File: config.mk
export PLATFORM = sky130hd
export DESIGN_NAME = tmfu_fifo
export DESIGN_NICKNAME = d
export VERILOG_FILES = /design/src/sv/tmfu_pkg.sv /design/src/sv/tmfu_fifo.sv
export SDC_FILE = /design/constraint.sdc
export NUM_CORES = 1
export LEC_CHECK = 0
export BUFFER_PORTS_ARGS = -buffer_cell sky130_fd_sc_hd__clkbuf_2
export CORE_MARGIN = 2
export CORE_UTILIZATION = 57
export DETAILED_ROUTE_END_ITERATION = 10
export PLACE_DENSITY = 0.91
export SLEW_MARGIN = 20
export SYNTH_ARGS = -nofsm -noshare
export SYNTH_HDL_FRONTEND = slang
export SYNTH_SLANG_ARGS = --single-unit
File: constraint.sdc
create_clock -name clk -period 4.85 [get_ports clk]
set_input_delay 0.97 -clock clk [delete_from_list [all_inputs] [get_ports clk]]
set_output_delay 0.97 -clock clk [all_outputs]
set_load 0.02 [all_outputs]
File: src/sv/tmfu_pkg.sv
// Shared types, constants and arithmetic helpers of the molecular field update block.
package tmfu_pkg;

  localparam int NumElem = 9;

  // Reciprocal of six for the neighbor mean: floor(x / 6) equals
  // (x * Recip6) >> Recip6Shift for every x below 2^27.
  localparam logic [26:0] Recip6      = 27'd89478486;
  localparam int          Recip6Shift = 29;

  typedef enum logic [3:0] {
    REG_ELASTIC  = 4'd0,
    REG_COEFF_A  = 4'd1,
    REG_COEFF_B  = 4'd2,
    REG_COEFF_C  = 4'd3,
    REG_ANCHOR_U = 4'd4,
    REG_ANCHOR_D = 4'd5,
    REG_STEP     = 4'd6,
    REG_INV_HALF = 4'd7
  } reg_idx_t;

  typedef enum logic [1:0] {
    KIND_BULK = 2'd0,
    KIND_UNIF = 2'd1,
    KIND_DEGN = 2'd2,
    KIND_RSVD = 2'd3
  } kind_t;

  // One classified element from the front end, queued for the back end.
  typedef struct packed {
    logic [3:0]         idx;
    logic               last;
    kind_t              kind;
    logic signed [23:0] q;
    logic signed [27:0] lap;
    logic signed [31:0] surf;
    logic signed [24:0] adiff;
  } elem_t;

  typedef struct packed {
    logic signed [31:0] elastic;
    logic signed [31:0] coeff_a;
    logic signed [31:0] coeff_b;
    logic signed [31:0] coeff_c;
    logic signed [31:0] anchor_u;
    logic signed [31:0] anchor_d;
    logic [30:0]        step;
    logic [62:0]        inv_half;
  } cfg_t;

  function automatic logic signed [23:0] sat24(input logic signed [71:0] x);
    if (x > 72'sd8388607) return 24'sh7FFFFF;
    else if (x < -72'sd8388608) return 24'sh800000;
    else return x[23:0];
  endfunction

endpackage

File: src/sv/tmfu_fifo.sv
// Short element queue between the front and back ends.
module tmfu_fifo import tmfu_pkg::*; (
  input  logic  clk,
  input  logic  rst_n,
  input  logic  push,
  input  elem_t wdata,
  output logic  full,
  input  logic  pop,
  output logic  nempty,
  output elem_t rdata
);

  elem_t      mem_r [4];
  logic [2:0] wp_r, rp_r;

  assign full   = (wp_r - rp_r) == 3'd4;
  assign nempty = wp_r != rp_r;
  assign rdata  = mem_r[rp_r[1:0]];

  always_ff @(posedge clk) begin
    if (!rst_n) begin
      wp_r <= 3'd0;
      rp_r <= 3'd0;
    end else begin
      if (push) wp_r <= wp_r + 3'd1;
      if (pop)  rp_r <= rp_r + 3'd1;
    end
    if (push) mem_r[wp_r[1:0]] <= wdata;
  end

endmodule

==> Yosys cells after proc, flatten, opt, wreduce, memory -nomap -nowiden <==
Memories as Yosys holds them, arrays and structs flattened. A register that Yosys moved wholly into a read port is not among the register bits.
Index checks and enable logic that the tools add are counted.
{ "totals": {"out_inout_bits": 118, "in_bits": 120, "mem_bits_ro": 0, "elab_cells": 12, "mem_bits_rw": 464, "latchBits": 0, "reg_bits": 6, "memories": 1} }
{ "mem_list": {"columns": ["name", "depth", "width", "rd", "rd_ports_with_merged_regs", "write_ports", "line_no", "source"], "rows": [
  ["mem_r", 4, 116, 1, 1, 1, "tmfu_fifo.sv:13", "elem_t mem_r [4];"]
]} }
{ "op_classes": {"eq_ne": 2, "div_mod_pow": 0, "n_bitwise": 0, "add_sub_neg": 3, "n_shift": 0, "multipliers": 0, "reduce_logical": 0, "muxes": 4, "order_cmp": 0} }
{ "ops": {"columns": ["op", "n"], "rows": [
  ["$add 3x1->3 const B", 2],
  ["$mux 2", 2],
  ["$eq 3x3->1 const B", 1],
  ["$ne 3x3->1", 1],
  ["$sub 3x3->3", 1],
  ["$mux 1", 2]
]} }

==> Longest topological paths before layout <==
{ "depth": {"depth_word": 3, "mapped_depth": 5, "ltp_nobuf": 5} }

==> Worst setup path after synthesis <==
No wires, ideal clock.
{ "synth_path": {"path_kind": "input to register", "startpoint": "input push", "endpoint": "memory mem_r[3][0] in the netlist's numbering (enable)", "setup_slack_ns": 0.694, "setup_time_ns": 0.490, "path_stages": 1, "n_path_buf": 0, "t_arrival_ns": 3.666, "path_cell_list": "and2_1"} }
{ "synth_between": {"elab_chain_len": 2} }
{ "synth_lines": {"columns": ["item", "line_no", "source"], "rows": [
  ["start: declaration", "tmfu_fifo.sv:5", "input logic push,"],
  ["$mux 1", "tmfu_fifo.sv:28", "if (push) mem_r[wp_r[1:0]] <= wdata;"],
  ["$mux 1 (not written as such)", "tmfu_fifo.sv:28", null],
  ["end: declaration", "tmfu_fifo.sv:13", null]
]} }
No other way between the ends.

==> flow_metrics.tcl <==
set metrics [dict create \
    status "complete, no violations" \
    worstReg2RegStart "wp_r[0]" \
    power_leakage_uw 0.006813 \
    clock_skew_ps 8.032 \
    syn_avg_cell_area_sq_um 26.47 \
    port_buffers 237 \
    timing.rr.end "mem_r[0][14]" \
    clkTransAtPathRegs_ps 60 \
    crit_fanout 59 \
    grt_usage 0.2077 \
    fin_crit_sh 0.7259 \
    setup-tns-final_ps 0 \
    grt_max_degree 70 \
    fin_cells 1335 \
    grt_pass1_vias 8313 \
    insertion_delay_ps 530 \
    fp-row-count 63 \
    synth_top_area_share 0.8136 \
    hold_violations 0 \
    crit_arrival_ps 2550 \
    drive_gt1_frac 0.4523 \
    cts_buffers 44 \
    syn-num-nets 774 \
    cts_hold_buf 0 \
    period_minus_slack_ps 3521 \
    syn_to_final_growth_pct 17.64 \
    drt_iter0_markers 669 \
    die_h_um 177.3 \
    hp-class "flop to flop" \
    fmax_mhz 284.0 \
    cp-start-kind "flop" \
    cts_tree "built" \
    wire_per_inst_um 23.92 \
    reg2regPathDepth 4 \
    ctsHtreeMaxLevel 2 \
    viasPerCell 5.812 \
    worstPathRequired_ps 3880 \
    relSlewSlack 0.4043 \
    cts_resized 0 \
    seq_area_sq_mm 0.01410 \
    ys_seq_area_frac 0.8229 \
    ys_types 16 \
    rsz0062_at_grt "no" \
    endpoint_kind "primary output" \
    maxCapViolCount 0 \
    start_util 0.5778 \
    core_area_sq_mm 0.02964 \
    wl_um 31940 \
    ctsLongestPathBuffers 3 \
    syn_inst 647 \
    finalNetCount 1041 \
    placed_cells 1258 \
    ir_worst_vdd_v 0.0003810 \
    gp_congestion 0.6998 \
    setup_viol 0 \
    cts-root-buf "clkbuf_16" \
    timing.hold.ws_ps 588.3 \
    dieArea_sq_mm 0.03145 \
    overflow 0 \
    drc_errors 0 \
    grt_pass1_wl_um 48290 \
    ys_seq_elements 472 \
    setup.worst_path.end "rdata[19]" \
    syn_area_sq_mm 0.01713 \
    ios 238 \
    synth_top_cell_by_area "edfxtp_1" \
    final_antenna_net_count 0 \
    multiInputGateArea_sq_mm 0.002873 \
    crit_type "flop to primary output" \
    synth_area_leaders "edfxtp_1 81%, mux4_2 15%, dfxtp_1 0.94%" \
    yosysWarnings 0 \
    rrSetupSlack_ps 2650 \
    antenna_found_initial 1 \
    n_fill_cell 1820 \
    powerDensity_mw_per_mm2 441.6 \
    report.final.slew_viol_count 0 \
    cts_setup_buffers 0 \
    p_total_uw 8898 \
    worst_pin_slew_ps 893.6 \
    cts_sinks 472 \
    vias 7759 \
    die_w_um 177.3 \
    dp_hpwl_um 18990 \
    drtPass1Iterations 5 \
]
## how the worst min path moves through the flow
| stage | startpoint | to | slack [ps] | depth (start not counted) |
|---|---|---|---|---|
| after floorplan | rp_r[1] | flop | 520 | 2 |
| final | wp_r[2] | wp_r[2] | 590 | 2 |
| after global routing | wp_r[2] | wp_r[2] | 620 | 2 |
| after detailed placement | wp_r[2] | wp_r[2] | 560 | 2 |
| after global placement | rp_r[1] | flop | 540 | 2 |
| after CTS | wp_r[2] | wp_r[2] | 590 | 2 |
## per-layer routing
metal,share of wire,GRT usage,vias to the layer above
met2,0.51,0.3440,344
met4,0.025,0.06250,0
li1,-,-,3333
met1,0.38,0.2735,4028
met3,0.083,0.05698,54
met5,0,0,-
## stage by stage
step,area (sq um),setup WS (ps),util
2_1_floorplan,17130,694.5,-
3_3_place_gp,18810,1820,0.6346
3_5_place_dp,18810,1849,0.6346
4_1_cts,20150,1272,0.6797
5_1_grt,20150,1143,0.6797
6_report,20150,1329,0.6798
## cells in the mapped netlist (all sizes together)
cell and number:
inv 3, buf 19, nand2 1, and2 8, nor2b 4, and3 1, clkbuf 7, xnor2 4
ha 7, mux2i 2, dfxtp 8, nand3 1, xor2 2, edfxtp 464, mux4 116
## power breakdown
part           internal (uW)  switching (uW)
clock                   1840            1350
sequential              4690            63.0
combinational            381             574
## kinds of logic after synthesis
| group | Yosys count | share of synthesized area |
|---|---|---|
| AND/OR/NAND/NOR | 15 | 0.005260 |
| buffers and inverters | 29 | 0.009936 |
| adder cells (fa/ha/maj) | 7 | 0.005114 |
| multiplexers | 118 | 0.1537 |
| XOR/XNOR | 6 | 0.003068 |
| flip-flops | 472 | 0.8229 |
## cell usage in the layout (no fill, tap or decap), types with 6 or more instances in the layout
cell       count
clkbuf_1       6
mux4_2       116
clkinv_2       9
dfxtp_1        6
buf_12         6
clkbuf_2     237
ha_1           7
edfxtp_1     464
clkinv_1      12
clkbuf_16     45
## final cells by class
class | count | share of cell area
Timing Repair Buffer | 247 | 0.06632
Antenna cell | 1 | 0.0001242
Sequential cell | 472 | 0.6999
Clock buffer | 51 | 0.05701
Tap cell | 390 | 0.02422
Clock inverter | 25 | 0.009315
Inverter | 3 | 0.0005589
Multi-Input combinational cell | 146 | 0.1426
## critical path: stages, from the launching register on
cell and delay, ps:
dfxtp_4 690, buf_12 430, mux4_2 600, clkbuf_2 180
## registers in the layout (all words and copies together) (netlist names), named ones only
| register | cells |
|---|---|
| rp_r | 3 |
| wp_r | 3 |
| mem_r | 464 |
No activity file was read; power rests on OpenSTA's default activity.
